==> src/rtl/http_response_header_parser_defines.svh <==
// ---------------------------------------------------------------------------
// http response header parser assertion macros
// shared concurrent assertion forms, clocked and held off during reset
// ---------------------------------------------------------------------------
`ifndef HTTP_RESPONSE_HEADER_PARSER_DEFINES_SVH
`define HTTP_RESPONSE_HEADER_PARSER_DEFINES_SVH

// condition in the same cycle
`define HRHP_ASSERT_SAME(label, clk, rst, ante, cons, msg) \
   label: assert property (@(posedge clk) disable iff (rst) (ante) |-> (cons)) \
      else $error(msg);

// condition in the following cycle
`define HRHP_ASSERT_NEXT(label, clk, rst, ante, cons, msg) \
   label: assert property (@(posedge clk) disable iff (rst) (ante) |=> (cons)) \
      else $error(msg);

`endif

==> src/rtl/hrhp_pkg.sv <==
// ---------------------------------------------------------------------------
// hrhp_pkg
// types, character codes and lookup functions of the http response parser
// ---------------------------------------------------------------------------
`default_nettype none

package hrhp_pkg;

   // field widths of the result item
   localparam int CODE_W = 10;
   localparam int CL_W   = 24;

   // character codes
   localparam logic [7:0] CHAR_SP   = 8'h20;
   localparam logic [7:0] CHAR_CR   = 8'h0D;
   localparam logic [7:0] CHAR_LF   = 8'h0A;
   localparam logic [7:0] CHAR_ZERO = 8'h30;
   localparam logic [7:0] CHAR_NINE = 8'h39;

   // label and status limits
   localparam logic [3:0] LABEL_LEN   = 4'd15;
   localparam logic [2:0] OK_LEN      = 3'd3;
   localparam logic [2:0] CODE_CHARS_MAX = 3'd4;
   localparam logic [13:0] CODE_MAX   = 14'd999;
   localparam logic [1:0] NEWLINE_END = 2'd3;

   // parse phase
   typedef enum logic [2:0] {
      PH_PRE    = 3'd0,
      PH_STATUS = 3'd1,
      PH_HEADER = 3'd2,
      PH_DROP   = 3'd3,
      PH_BODY   = 3'd4
   } phase_type;

   // result item payload
   typedef struct packed {
      logic              kind;
      logic [CODE_W-1:0] status_code;
      logic              status_ok;
      logic [CL_W-1:0]   content_length;
      logic [7:0]        body_byte;
      logic              last;
   } rsp_payload_type;

   // characters of "Content-Length:"
   function automatic logic [7:0] label_char(input logic [3:0] pos);
      logic [7:0] ch;
      unique case (pos)
         4'd0:    ch = 8'h43; // C
         4'd1:    ch = 8'h6F; // o
         4'd2:    ch = 8'h6E; // n
         4'd3:    ch = 8'h74; // t
         4'd4:    ch = 8'h65; // e
         4'd5:    ch = 8'h6E; // n
         4'd6:    ch = 8'h74; // t
         4'd7:    ch = 8'h2D; // -
         4'd8:    ch = 8'h4C; // L
         4'd9:    ch = 8'h65; // e
         4'd10:   ch = 8'h6E; // n
         4'd11:   ch = 8'h67; // g
         4'd12:   ch = 8'h74; // t
         4'd13:   ch = 8'h68; // h
         4'd14:   ch = 8'h3A; // :
         default: ch = 8'h00;
      endcase
      return ch;
   endfunction

   // characters of "200"
   function automatic logic [7:0] ok_char(input logic [1:0] pos);
      logic [7:0] ch;
      unique case (pos)
         2'd0:    ch = 8'h32;
         default: ch = 8'h30;
      endcase
      return ch;
   endfunction

endpackage

`default_nettype wire

==> src/rtl/hrhp_ifs.sv <==
// ---------------------------------------------------------------------------
// hrhp channel interfaces
// valid/ready channels for the byte stream and for result items
// ---------------------------------------------------------------------------
`default_nettype none

// response byte stream
interface hrhp_req_if;
   logic       valid;
   logic       ready;
   logic [7:0] rx_byte;

   modport source (output valid, output rx_byte, input ready);
   modport sink (input valid, input rx_byte, output ready);
endinterface

// summary and body result items
interface hrhp_rsp_if import hrhp_pkg::*; ();
   logic              valid;
   logic              ready;
   logic              kind;
   logic [CODE_W-1:0] status_code;
   logic              status_ok;
   logic [CL_W-1:0]   content_length;
   logic [7:0]        body_byte;
   logic              last;

   modport source (output valid, output kind, output status_code, output status_ok,
                   output content_length, output body_byte, output last, input ready);
   modport sink (input valid, input kind, input status_code, input status_ok,
                 input content_length, input body_byte, input last, output ready);
endinterface

`default_nettype wire

==> src/rtl/http_response_header_parser.sv <==
// path: the accepted byte is held in the input byte register, and its result item, if any, in the result register
// throughput: one byte per cycle, set by the single parse step between
// the input byte register and the result register; a result item held
// on rsp_ch stalls the input
// reset: synchronous, parser returns to waiting for the status line,
// both pipeline registers empty
// ---------------------------------------------------------------------------
// http_response_header_parser
// parses status code and content length from a response header, emits a
// summary item, then for a 200 response with a nonzero length passes the body bytes through
// ---------------------------------------------------------------------------
`default_nettype none

`include "http_response_header_parser_defines.svh"

module http_response_header_parser
   import hrhp_pkg::*;
#(
   parameter int LEN_BITS = 24
) (
   input  wire           clock,
   input  wire           reset,
   hrhp_req_if.sink      req_ch,
   hrhp_rsp_if.source    rsp_ch
);

   localparam int AW = LEN_BITS + 4;

   // input byte register
   logic                in_valid_ff, in_valid_in;
   logic [7:0]          in_byte_ff;

   // parse state
   phase_type           phase_ff, phase_in;
   logic [1:0]          newline_run_ff, newline_run_in;
   logic [CODE_W-1:0]   code_value_ff, code_value_in;
   logic [2:0]          code_chars_ff, code_chars_in;
   logic                code_is_200_ff, code_is_200_in;
   logic [3:0]          match_pos_ff, match_pos_in;
   logic                token_mismatch_ff, token_mismatch_in;
   logic                label_seen_ff, label_seen_in;
   logic                number_active_ff, number_active_in;
   logic                length_done_ff, length_done_in;
   logic [LEN_BITS-1:0] length_acc_ff, length_acc_in;
   logic [LEN_BITS-1:0] body_left_ff, body_left_in;

   // result register
   logic                out_valid_ff, out_valid_in;
   rsp_payload_type     out_ff, out_in;

   // step signals
   logic                fire;
   logic                emit;
   logic [7:0]          ch;
   logic                is_digit;
   logic                is_sep;
   logic                is_eol;
   logic                nonempty;
   logic                ok;
   logic [LEN_BITS-1:0] len;
   logic [LEN_BITS-1:0] body_dec;
   logic [13:0]         code_wide;
   logic [CODE_W-1:0]   code_next;
   logic [AW-1:0]       acc_wide;
   logic [LEN_BITS-1:0] acc_next;

   // handshake
   assign fire         = in_valid_ff && (!out_valid_ff || rsp_ch.ready);
   assign req_ch.ready = !in_valid_ff || fire;

   // character classes and decimal accumulate
   always_comb begin
      ch        = in_byte_ff;
      is_digit  = (ch >= CHAR_ZERO) && (ch <= CHAR_NINE);
      is_sep    = (ch == CHAR_SP) || (ch == CHAR_LF);
      is_eol    = (ch == CHAR_CR) || (ch == CHAR_LF);
      nonempty  = (match_pos_ff != 4'd0) || token_mismatch_ff;
      code_wide = (14'(code_value_ff) << 3) + (14'(code_value_ff) << 1) + 14'(ch[3:0]);
      code_next = (code_wide > CODE_MAX) ? CODE_W'(CODE_MAX) : code_wide[CODE_W-1:0];
      acc_wide  = (AW'(length_acc_ff) << 3) + (AW'(length_acc_ff) << 1) + AW'(ch[3:0]);
      acc_next  = (|acc_wide[AW-1:LEN_BITS]) ? '1 : acc_wide[LEN_BITS-1:0];
      body_dec  = (body_left_ff != '0) ? body_left_ff - LEN_BITS'(1) : '0;
   end

   // parse step
   always_comb begin
      phase_in          = phase_ff;
      newline_run_in    = newline_run_ff;
      code_value_in     = code_value_ff;
      code_chars_in     = code_chars_ff;
      code_is_200_in    = code_is_200_ff;
      match_pos_in      = match_pos_ff;
      token_mismatch_in = token_mismatch_ff;
      label_seen_in     = label_seen_ff;
      number_active_in  = number_active_ff;
      length_done_in    = length_done_ff;
      length_acc_in     = length_acc_ff;
      body_left_in      = body_left_ff;
      emit              = 1'b0;
      ok                = 1'b0;
      len               = '0;
      out_in            = out_ff;

      if (fire) begin
         unique case (phase_ff)
            // drop the byte after the header
            PH_DROP: begin
               phase_in = (body_left_ff == '0) ? PH_PRE : PH_BODY;
            end
            // body pass-through
            PH_BODY: begin
               body_left_in = body_dec;
               emit         = 1'b1;
               out_in       = '0;
               out_in.kind      = 1'b1;
               out_in.body_byte = ch;
               out_in.last      = (body_dec == '0);
               if (body_dec == '0) begin
                  phase_in = PH_PRE;
               end
            end
            default: begin
               // status line
               if (phase_ff == PH_PRE) begin
                  if (ch == CHAR_SP) begin
                     phase_in       = PH_STATUS;
                     code_is_200_in = 1'b1;
                     code_chars_in  = '0;
                     code_value_in  = '0;
                  end
               end else if (phase_ff == PH_STATUS) begin
                  if (ch == CHAR_SP) begin
                     phase_in = PH_HEADER;
                  end else begin
                     if (code_chars_ff < OK_LEN && ch != ok_char(code_chars_ff[1:0])) begin
                        code_is_200_in = 1'b0;
                     end
                     if (code_chars_ff < CODE_CHARS_MAX) begin
                        code_chars_in = code_chars_ff + 3'd1;
                     end
                     if (is_digit) begin
                        code_value_in = code_next;
                     end
                  end
               end

               // token matcher for the length label and its value
               if (is_sep) begin
                  if (label_seen_ff && !length_done_ff && nonempty) begin
                     length_done_in   = 1'b1;
                     number_active_in = 1'b0;
                  end else if (!token_mismatch_ff && match_pos_ff == LABEL_LEN &&
                               !length_done_ff) begin
                     label_seen_in = 1'b1;
                     length_acc_in = '0;
                  end
                  match_pos_in      = '0;
                  token_mismatch_in = 1'b0;
               end else begin
                  if (label_seen_ff && !length_done_ff) begin
                     if (!nonempty) begin
                        number_active_in = is_digit;
                        length_acc_in    = is_digit ? LEN_BITS'(ch[3:0]) : '0;
                     end else if (number_active_ff) begin
                        if (is_digit) begin
                           length_acc_in = acc_next;
                        end else begin
                           number_active_in = 1'b0;
                        end
                     end
                  end
                  if (!token_mismatch_ff) begin
                     if (match_pos_ff < LABEL_LEN && ch == label_char(match_pos_ff)) begin
                        match_pos_in = match_pos_ff + 4'd1;
                     end else begin
                        token_mismatch_in = 1'b1;
                     end
                  end
               end

               // end of header detection
               newline_run_in = is_eol ? newline_run_ff + 2'd1 : '0;

               if (newline_run_in == NEWLINE_END) begin
                  ok   = (phase_in == PH_HEADER) && code_is_200_in &&
                         (code_chars_in == OK_LEN);
                  len  = length_done_in ? length_acc_in : '0;
                  emit = 1'b1;
                  out_in                = '0;
                  out_in.status_code    = code_value_in;
                  out_in.status_ok      = ok;
                  out_in.content_length = CL_W'(len);
                  out_in.last           = !(ok && len != '0);
                  // start over for the next response
                  phase_in          = ok ? PH_DROP : PH_PRE;
                  newline_run_in    = '0;
                  code_value_in     = '0;
                  code_chars_in     = '0;
                  code_is_200_in    = 1'b0;
                  match_pos_in      = '0;
                  token_mismatch_in = 1'b0;
                  label_seen_in     = 1'b0;
                  number_active_in  = 1'b0;
                  length_done_in    = 1'b0;
                  length_acc_in     = '0;
                  body_left_in      = ok ? len : '0;
               end
            end
         endcase
      end
   end

   // pipeline valid flags
   always_comb begin
      in_valid_in  = (req_ch.valid && req_ch.ready) ? 1'b1 : (fire ? 1'b0 : in_valid_ff);
      out_valid_in = emit ? 1'b1 : (rsp_ch.ready ? 1'b0 : out_valid_ff);
   end

   // control and parse state registers
   always_ff @(posedge clock) begin
      if (reset) begin
         in_valid_ff       <= 1'b0;
         out_valid_ff      <= 1'b0;
         phase_ff          <= PH_PRE;
         newline_run_ff    <= '0;
         code_value_ff     <= '0;
         code_chars_ff     <= '0;
         code_is_200_ff    <= 1'b0;
         match_pos_ff      <= '0;
         token_mismatch_ff <= 1'b0;
         label_seen_ff     <= 1'b0;
         number_active_ff  <= 1'b0;
         length_done_ff    <= 1'b0;
         length_acc_ff     <= '0;
         body_left_ff      <= '0;
      end else begin
         in_valid_ff       <= in_valid_in;
         out_valid_ff      <= out_valid_in;
         phase_ff          <= phase_in;
         newline_run_ff    <= newline_run_in;
         code_value_ff     <= code_value_in;
         code_chars_ff     <= code_chars_in;
         code_is_200_ff    <= code_is_200_in;
         match_pos_ff      <= match_pos_in;
         token_mismatch_ff <= token_mismatch_in;
         label_seen_ff     <= label_seen_in;
         number_active_ff  <= number_active_in;
         length_done_ff    <= length_done_in;
         length_acc_ff     <= length_acc_in;
         body_left_ff      <= body_left_in;
      end
   end

   // payload registers
   always_ff @(posedge clock) begin
      if (req_ch.valid && req_ch.ready) begin
         in_byte_ff <= req_ch.rx_byte;
      end
      out_ff <= out_in;
   end

   // result port
   assign rsp_ch.valid          = out_valid_ff;
   assign rsp_ch.kind           = out_ff.kind;
   assign rsp_ch.status_code    = out_ff.status_code;
   assign rsp_ch.status_ok      = out_ff.status_ok;
   assign rsp_ch.content_length = out_ff.content_length;
   assign rsp_ch.body_byte      = out_ff.body_byte;
   assign rsp_ch.last           = out_ff.last;

   // checks
   `HRHP_ASSERT_SAME(a_body_left_nonzero, clock, reset, phase_ff == PH_BODY,
                     body_left_ff != '0, "body phase with no bytes left")
   `HRHP_ASSERT_SAME(a_newline_run_cleared, clock, reset, 1'b1,
                     newline_run_ff != NEWLINE_END, "newline run not cleared at header end")
   `HRHP_ASSERT_NEXT(a_summary_to_drop, clock, reset,
                     fire && emit && !out_in.kind && !out_in.last,
                     phase_ff == PH_DROP, "summary with body did not enter drop phase")

endmodule

`default_nettype wire
==> src/flat_wrapper.sv <==
// flat-port wrapper written by rule: the top's interface ports become plain ports
module http_response_header_parser_flat import hrhp_pkg::*;
#(
   parameter int LEN_BITS = 24
)
  (clock, reset, req_ch_valid, req_ch_rx_byte, req_ch_ready, rsp_ch_valid, rsp_ch_kind, rsp_ch_status_code, rsp_ch_status_ok, rsp_ch_content_length, rsp_ch_body_byte, rsp_ch_last, rsp_ch_ready);
  hrhp_req_if req_ch_i ();
  hrhp_rsp_if rsp_ch_i ();
  input  wire clock;
  input  wire reset;
  input wire logic [$bits(req_ch_i.valid)-1:0] req_ch_valid;
  input wire logic [$bits(req_ch_i.rx_byte)-1:0] req_ch_rx_byte;
  output wire logic [$bits(req_ch_i.ready)-1:0] req_ch_ready;
  output wire logic [$bits(rsp_ch_i.valid)-1:0] rsp_ch_valid;
  output wire logic [$bits(rsp_ch_i.kind)-1:0] rsp_ch_kind;
  output wire logic [$bits(rsp_ch_i.status_code)-1:0] rsp_ch_status_code;
  output wire logic [$bits(rsp_ch_i.status_ok)-1:0] rsp_ch_status_ok;
  output wire logic [$bits(rsp_ch_i.content_length)-1:0] rsp_ch_content_length;
  output wire logic [$bits(rsp_ch_i.body_byte)-1:0] rsp_ch_body_byte;
  output wire logic [$bits(rsp_ch_i.last)-1:0] rsp_ch_last;
  input wire logic [$bits(rsp_ch_i.ready)-1:0] rsp_ch_ready;
  assign req_ch_i.valid = req_ch_valid;
  assign req_ch_i.rx_byte = req_ch_rx_byte;
  assign req_ch_ready = req_ch_i.ready;
  assign rsp_ch_valid = rsp_ch_i.valid;
  assign rsp_ch_kind = rsp_ch_i.kind;
  assign rsp_ch_status_code = rsp_ch_i.status_code;
  assign rsp_ch_status_ok = rsp_ch_i.status_ok;
  assign rsp_ch_content_length = rsp_ch_i.content_length;
  assign rsp_ch_body_byte = rsp_ch_i.body_byte;
  assign rsp_ch_last = rsp_ch_i.last;
  assign rsp_ch_i.ready = rsp_ch_ready;
  http_response_header_parser #(.LEN_BITS(LEN_BITS)) u_core (.clock(clock), .reset(reset), .req_ch(req_ch_i), .rsp_ch(rsp_ch_i));
endmodule
==> config.mk <==
export PLATFORM = sky130hd
export DESIGN_NAME = http_response_header_parser_flat
export DESIGN_NICKNAME = d
export VERILOG_FILES = /design/src/rtl/hrhp_pkg.sv /design/src/rtl/hrhp_ifs.sv /design/src/rtl/http_response_header_parser.sv /design/src/flat_wrapper.sv
export VERILOG_INCLUDE_DIRS = /design/src /design/src/rtl
export SDC_FILE = /design/constraint.sdc
export NUM_CORES = 1
export LEC_CHECK = 0
export BUFFER_PORTS_ARGS = -buffer_cell sky130_fd_sc_hd__buf_4
export CORE_ASPECT_RATIO = 0.6
export CORE_MARGIN = 10
export CORE_UTILIZATION = 60
export CTS_CLUSTER_DIAMETER = 30
export DETAILED_ROUTE_END_ITERATION = 10
export GPL_TIMING_DRIVEN = 0
export PLACE_DENSITY = 0.79
export SYNTH_ARGS = -nofsm -noshare
export SYNTH_HDL_FRONTEND = slang
export SYNTH_SLANG_ARGS = --single-unit
==> constraint.sdc <==
create_clock -name clock -period 4.2 [get_ports clock]
set_input_delay 0.63 -clock clock [delete_from_list [all_inputs] [get_ports clock]]
set_output_delay 0.63 -clock clock [all_outputs]
set_load 0.1 [all_outputs]
==> results_dict.tcl, run 1 <==
set metrics [dict create \
    clock.fmax_mhz 241 \
    synth_area_um2 9400 \
    cp_slowest_stage_delay_ps 590 \
    fin_crit_sh 0.988 \
    finalNetCount 1319 \
    drive_gt1_frac 0.119 \
    grt.total_usage 0.263 \
    place.gp.congestion 0.987 \
    hpwl_mm 21.2 \
    synth_top_flop_cell "dfxtp_1" \
    yosysWarnings 0 \
    cp-end-kind "flop" \
    die_h_um 117 \
    cp.buffers_inverters 1 \
    cts_sinks 137 \
    core_um2 15400 \
    h-tree-depth 4 \
    critPathKind "reg -> reg" \
    ys_top_cells_by_area "dfxtp_1 18%, edfxtp_1 17%, ha_1 10%" \
    slew_viol_final 0 \
    num_antenna_cells 0 \
    clk_latency_ps 430 \
    vias 9415 \
    start_util 0.612 \
    holdCritPathClass "in -> reg" \
    finalSetupViolations 0 \
    drt-vias-per-instance 6.52 \
    yosys.area.top_type "dfxtp_1" \
    final_hold_viol_count 0 \
    grt_pass1_wl_mm 45.5 \
    ys_ff_latch 137 \
    worstPathCellList "fa_1 -> inv_1 -> fa_1 -> nand2b_1 -> a21oi_2 -> o211ai_1 -> a21oi_2 -> o211a_1 -> a2bb2oi_4 -> nand4_1 -> a21boi_0 -> o211ai_1 -> o31ai_2 -> and3b_1" \
    final_cell_area_um2 10800 \
    grt_max_degree 31 \
    relSlewSlack 0.436 \
    routed_wl_mm 28.8 \
    place_area_um2 10100 \
    power_mw 3.01 \
    synth.top_cell.area_share 0.179 \
    clkSlewWorstSetupHoldPaths_ps 70 \
    drcViolationCount 0 \
    arrival_ps 4430 \
    netlist_instances 1144 \
    cp_top_family "compound AO/OA/AOI/OAI gates" \
    timing.hold.ws_ps 369 \
    worstMarginPinSlew_ps 837 \
    cts-root-buf "clkbuf_16" \
    grt_setup_unrepaired "yes" \
    synthDistinctLibCells 80 \
    maxCapViolations 0 \
    io_pins 59 \
    tns_ps 0 \
    cts_tree "done" \
    die_x_um 182 \
    power_density_nw_per_um2 278 \
    finalClockSkew_ps 12.8 \
    synthArstFlopShare 0 \
    ys_seq_area_frac 0.348 \
    vdd_drop_max_mv 0.249 \
    cp.required_ps 4480 \
    syn_avg_cell_area_um2 8.22 \
    status "finished, final reports clean" \
    rows 35 \
    cts_buffers 17 \
    crit_path_top_delay_cell "fa_1" \
    die_area_um2 21200 \
    syn_to_final_growth_pct 15.1 \
    port_buffers 58 \
    worstSetupStartpointType "flop" \
    first_iter_violations 1279 \
    antenna_found_initial 0 \
    grt_pass1_vias 8475 \
    cts_buffer_depth 2 \
    drt-wirelength-per-cell_um 19.9 \
    synth_enable_flop_cells 53 \
    crit_fanout 4 \
    holdBufCountCts 0 \
    syn_nets 1236 \
    antenna_left 0 \
    finalCriticalPeriod_ps 4150 \
    cellLeakagePower_nw 4.53 \
    drt_first_pass_iters 7 \
    grt_overflow 0 \
]
==> worst paths after layout <==
path	from	endpoint	slack, ps	cells past startpoint
hold reg to reg	u_core.label_seen_ff	u_core.label_seen_ff	510	2
setup / recovery	u_core.ch[3]	u_core.rsp_ch.last	50	14
hold / removal	req_ch_rx_byte[3]	u_core.ch[3]	370	1
setup reg to reg	u_core.ch[3]	u_core.rsp_ch.last	50	14
==> worst reg2reg max path, cell delays in order, from the launching register on <==
cell and delay [ps]:
edfxtp_1 440, fa_1 590, inv_1 70, fa_1 470, nand2b_1 200, a21oi_2 210, o211ai_1 240, a21oi_2 220
o211a_1 200, a2bb2oi_4 190, nand4_1 150, a21boi_0 380, o211ai_1 160, o31ai_2 230, and3b_1 240
==> flip-flops by register name, indices dropped and copies added (netlist names), 2 cells and up, named ones only <==
register and flops:
u_core.phase_ff 3, u_core.ch 8, u_core.rsp_ch.body_byte 8, u_core.rsp_ch.content_length 24, u_core.rsp_ch.status_code 10, u_core.match_pos_ff 4, u_core.length_acc_ff 24, u_core.code_chars_ff 3
u_core.newline_run_ff 2, u_core.body_left_ff 24, u_core.code_value_ff 10
==> cells in the final DEF, fill, tap and decap left out, drive strengths merged, types with 5 or more instances in the layout <==
cell type | synthesis | routed
nor3 | 52 | 52
nor4 | 14 | 14
xnor2 | 18 | 18
inv | 40 | 43
nor2b | 9 | 9
nand2b | 11 | 11
a22oi | 16 | 16
a2bb2oi | 5 | 5
o21ai | 84 | 84
a21o | 16 | 16
nor2 | 141 | 141
or3 | 7 | 7
edfxtp | 53 | 53
o21a | 6 | 6
o41ai | 5 | 5
o211ai | 10 | 10
dfxtp | 84 | 84
mux2i | 5 | 5
o31ai | 6 | 6
a31oi | 9 | 9
a21oi | 117 | 117
ha | 76 | 76
and3 | 11 | 11
xor2 | 23 | 23
buf | 18 | 82
a211oi | 19 | 19
nand3b | 10 | 10
and2 | 19 | 19
o22ai | 5 | 5
nand3 | 20 | 20
nand2 | 119 | 119
clkinv | 1 | 5
clkbuf | 36 | 56
nor3b | 6 | 6
or4 | 9 | 9
nand4 | 9 | 9
==> per-layer routing <==
layer,vias up,wire (µm),GRT usage
li1,4376,-,-
met1,4367,12600,0.375
met2,608,11500,0.371
met3,64,4100,0.0844
met4,0,509,0.0723
met5,-,0,0
==> metrics by stage <==
| step | utilization | instances | setup slack, ps |
|---|---|---|---|
| 3_3_place_gp | 0.657 | 1405 | -757 |
| 3_5_place_dp | 0.658 | 1406 | -419 |
| 6_report | 0.704 | 1443 | 48.4 |
| 4_1_cts | 0.700 | 1440 | 11.8 |
| 5_1_grt | 0.704 | 1443 | -60.8 |
| 2_1_floorplan | - | 1144 | 411 |
==> cell families after synthesis <==
group / Yosys count / synth area share
xor+xnor: 41 / 0.0382
buf+inv: 95 / 0.0406
fa+ha+maj: 80 / 0.110
flops: 137 / 0.348
mux: 5 / 0.00532
simple gates: 455 / 0.241
compound gates: 331 / 0.217
==> cell usage after synthesis, drive strengths merged (10+ instances only) <==
library cell  count
edfxtp           53
nand3            20
and2             19
nand2b           11
a21oi           117
nor4             14
nor3             52
o211ai           10
and3             11
nand3b           10
nand2           119
a211oi           19
xor2             23
nor2            141
xnor2            18
o21ai            84
ha               76
a22oi            16
inv              40
a21o             16
buf              18
clkbuf           36
dfxtp            84
==> where the power goes <==
part           internal [mW]  total [mW]  switching, mW
Sequential              1.38        1.39        0.00849
Combinational         0.0250      0.0795         0.0545
Clock                  0.917        1.55          0.631
Total                   2.32        3.01          0.694
==> cell type report <==
class	count	area (µm²)
Multi-Input combinational cell	912	5810
Fill cell	1245	4550
Sequential cell	137	3280
Timing Repair Buffer	64	493
Clock buffer	20	458
Tap cell	203	254
Buffer	54	231
Inverter	41	154
Clock inverter	12	140
==> repair_timing <==
action | CTS | global route
resized for setup | 9 | 10
endpoints found under the setup margin | 18 | 31
pin swaps | 4 | 5
setup buffers | 2 | 3
Power figures use the tool's default switching activity.
==> run 2, diff against run 1 <==
==> constraint.sdc (replaced) <==
create_clock -name clock -period 4.85 [get_ports clock]
set_input_delay 0.7275 -clock clock [delete_from_list [all_inputs] [get_ports clock]]
set_output_delay 0.7275 -clock clock [all_outputs]
set_load 0.005 [all_outputs]
==> run 2 against run 1 <==
Compared with the run above: combinational power shrank 15%; register-to-register slack gained 240 ps; final area shrank 0.88%; first-iteration DRC count is 5.6% higher; critical path type unchanged; critical endpoint unchanged; largest power group unchanged.
==> results_dict.tcl, run 2 (synthesis results as in run 1) <==
set metrics [dict create \
    place.gp.congestion 0.987 \
    clk_latency_ps 430 \
    cts-root-buf "clkbuf_16" \
    die_x_um 182 \
    io_pins 59 \
    grt.total_usage 0.262 \
    num_antenna_cells 0 \
    cp-end-kind "flop" \
    holdBufCountCts 0 \
    core_um2 15400 \
    clkSlewWorstSetupHoldPaths_ps 70 \
    grt_pass1_vias 8430 \
    h-tree-depth 4 \
    timing.hold.ws_ps 470 \
    status "finished, final reports clean" \
    postLayoutCoreUtil 0.698 \
    antenna_found_initial 0 \
    cts_tree "done" \
    worstMarginPinSlew_ps 871 \
    grt_overflow 0 \
    holdCritPathClass "in -> reg" \
    cts_sinks 137 \
    routed_wl_mm 28.6 \
    vias 9314 \
    cellLeakagePower_nw 4.50 \
    port_buffers 58 \
    die_h_um 117 \
    finalClockSkew_ps 12.5 \
    worstSetupStartpointType "flop" \
    fillCellCount 1260 \
    drt-wirelength-per-cell_um 19.8 \
    slew_viol_final 0 \
    hpwl_mm 21.2 \
    drcViolationCount 0 \
    finalCriticalPeriod_ps 4560 \
    first_iter_violations 1351 \
    rows 35 \
    final_common_cell "nor2_1" \
    drt-vias-per-instance 6.47 \
    antenna_left 0 \
    power_mw 2.61 \
    relSlewSlack 0.413 \
    finalSetupViolations 0 \
    crit_fanout 7 \
    cts_buffer_depth 2 \
    cts_resized 0 \
    maxCapViolations 0 \
    grt_setup_unrepaired "no" \
    syn_to_final_growth_pct 14.1 \
    die_area_um2 21200 \
    drt_first_pass_iters 6 \
    start_util 0.612 \
    finalNetCount 1316 \
    clock.fmax_mhz 219 \
    cp.required_ps 5130 \
    cts_buffers 17 \
    grt_pass1_wl_mm 45.2 \
    critPathKind "reg -> reg" \
    final_cell_mix "141 x nor2_1, 119 x nand2_1, 116 x a21oi_1, 84 x dfxtp_1, 82 x o21ai_0" \
    final_hold_viol_count 0 \
    drive_gt1_frac 0.104 \
    fin_crit_sh 0.941 \
    grt_max_degree 31 \
    arrival_ps 4840 \
    vdd_drop_max_mv 0.212 \
    power_density_nw_per_um2 243 \
]
## run 2: layout make-up
cell class                 count  area, µm²  share of cell area
inverter                      41        154              0.0143
buffer                        54        229              0.0213
tap                          203        254              0.0237
clock buffer                  20        458              0.0427
multi-input combinational    912       5750               0.536
timing repair buffer          61        470              0.0439
clock inverter                12        140              0.0131
sequential                   137       3270               0.305
## run 2: layer usage
| layer | up-vias | GRT usage | wire [µm] |
|---|---|---|---|
| li1 | 4357 | - | - |
| met1 | 4330 | 0.374 | 12700 |
| met2 | 564 | 0.368 | 11300 |
| met3 | 63 | 0.0844 | 3990 |
| met4 | 0 | 0.0729 | 552 |
| met5 | - | 0 | 0 |
## run 2: critical path: stages, from the launching register on
cell	delay, ps
dfxtp_1	490
fa_1	610
inv_1	70
fa_1	470
nand2b_1	190
a21oi_1	310
o211ai_1	260
a21oi_1	250
o211a_1	170
a2bb2oi_2	220
nand4_1	130
a22oi_1	480
o211ai_1	220
o31ai_1	290
and3b_1	240
## run 2: where the power goes
group	leakage, nW	switching [mW]	internal, mW
logic	3.02	0.0462	0.0216
clock network	0.283	0.544	0.794
registers	1.20	0.00848	1.19
## run 2: path summary, 6_finish.rpt
kind                           startpoint                       to  slack [ps]  cells after the start
setup / recovery  u_core.length_acc_ff[0]       u_core.rsp_ch.last         290                     14
setup reg to reg  u_core.length_acc_ff[0]       u_core.rsp_ch.last         290                     14
hold reg to reg   u_core.code_value_ff[4]  u_core.code_value_ff[4]         520                      2
hold / removal          req_ch_rx_byte[3]             u_core.ch[3]         470                      1
## run 2: metrics by stage
step,setup TNS [ps],instances,area [µm²],setup WS (ps)
2_1_floorplan,0,1144,9400,1060
3_3_place_gp,-5090,1405,10100,-107
3_5_place_dp,0,1406,10100,231
4_1_cts,0,1438,10700,201
5_1_grt,0,1440,10700,107
6_report,0,1440,10700,288
## run 2: what timing repair did
action,CTS,global route
buffers inserted,0,2
setup endpoints to repair,0,1
endpoints found under the hold margin,0,0
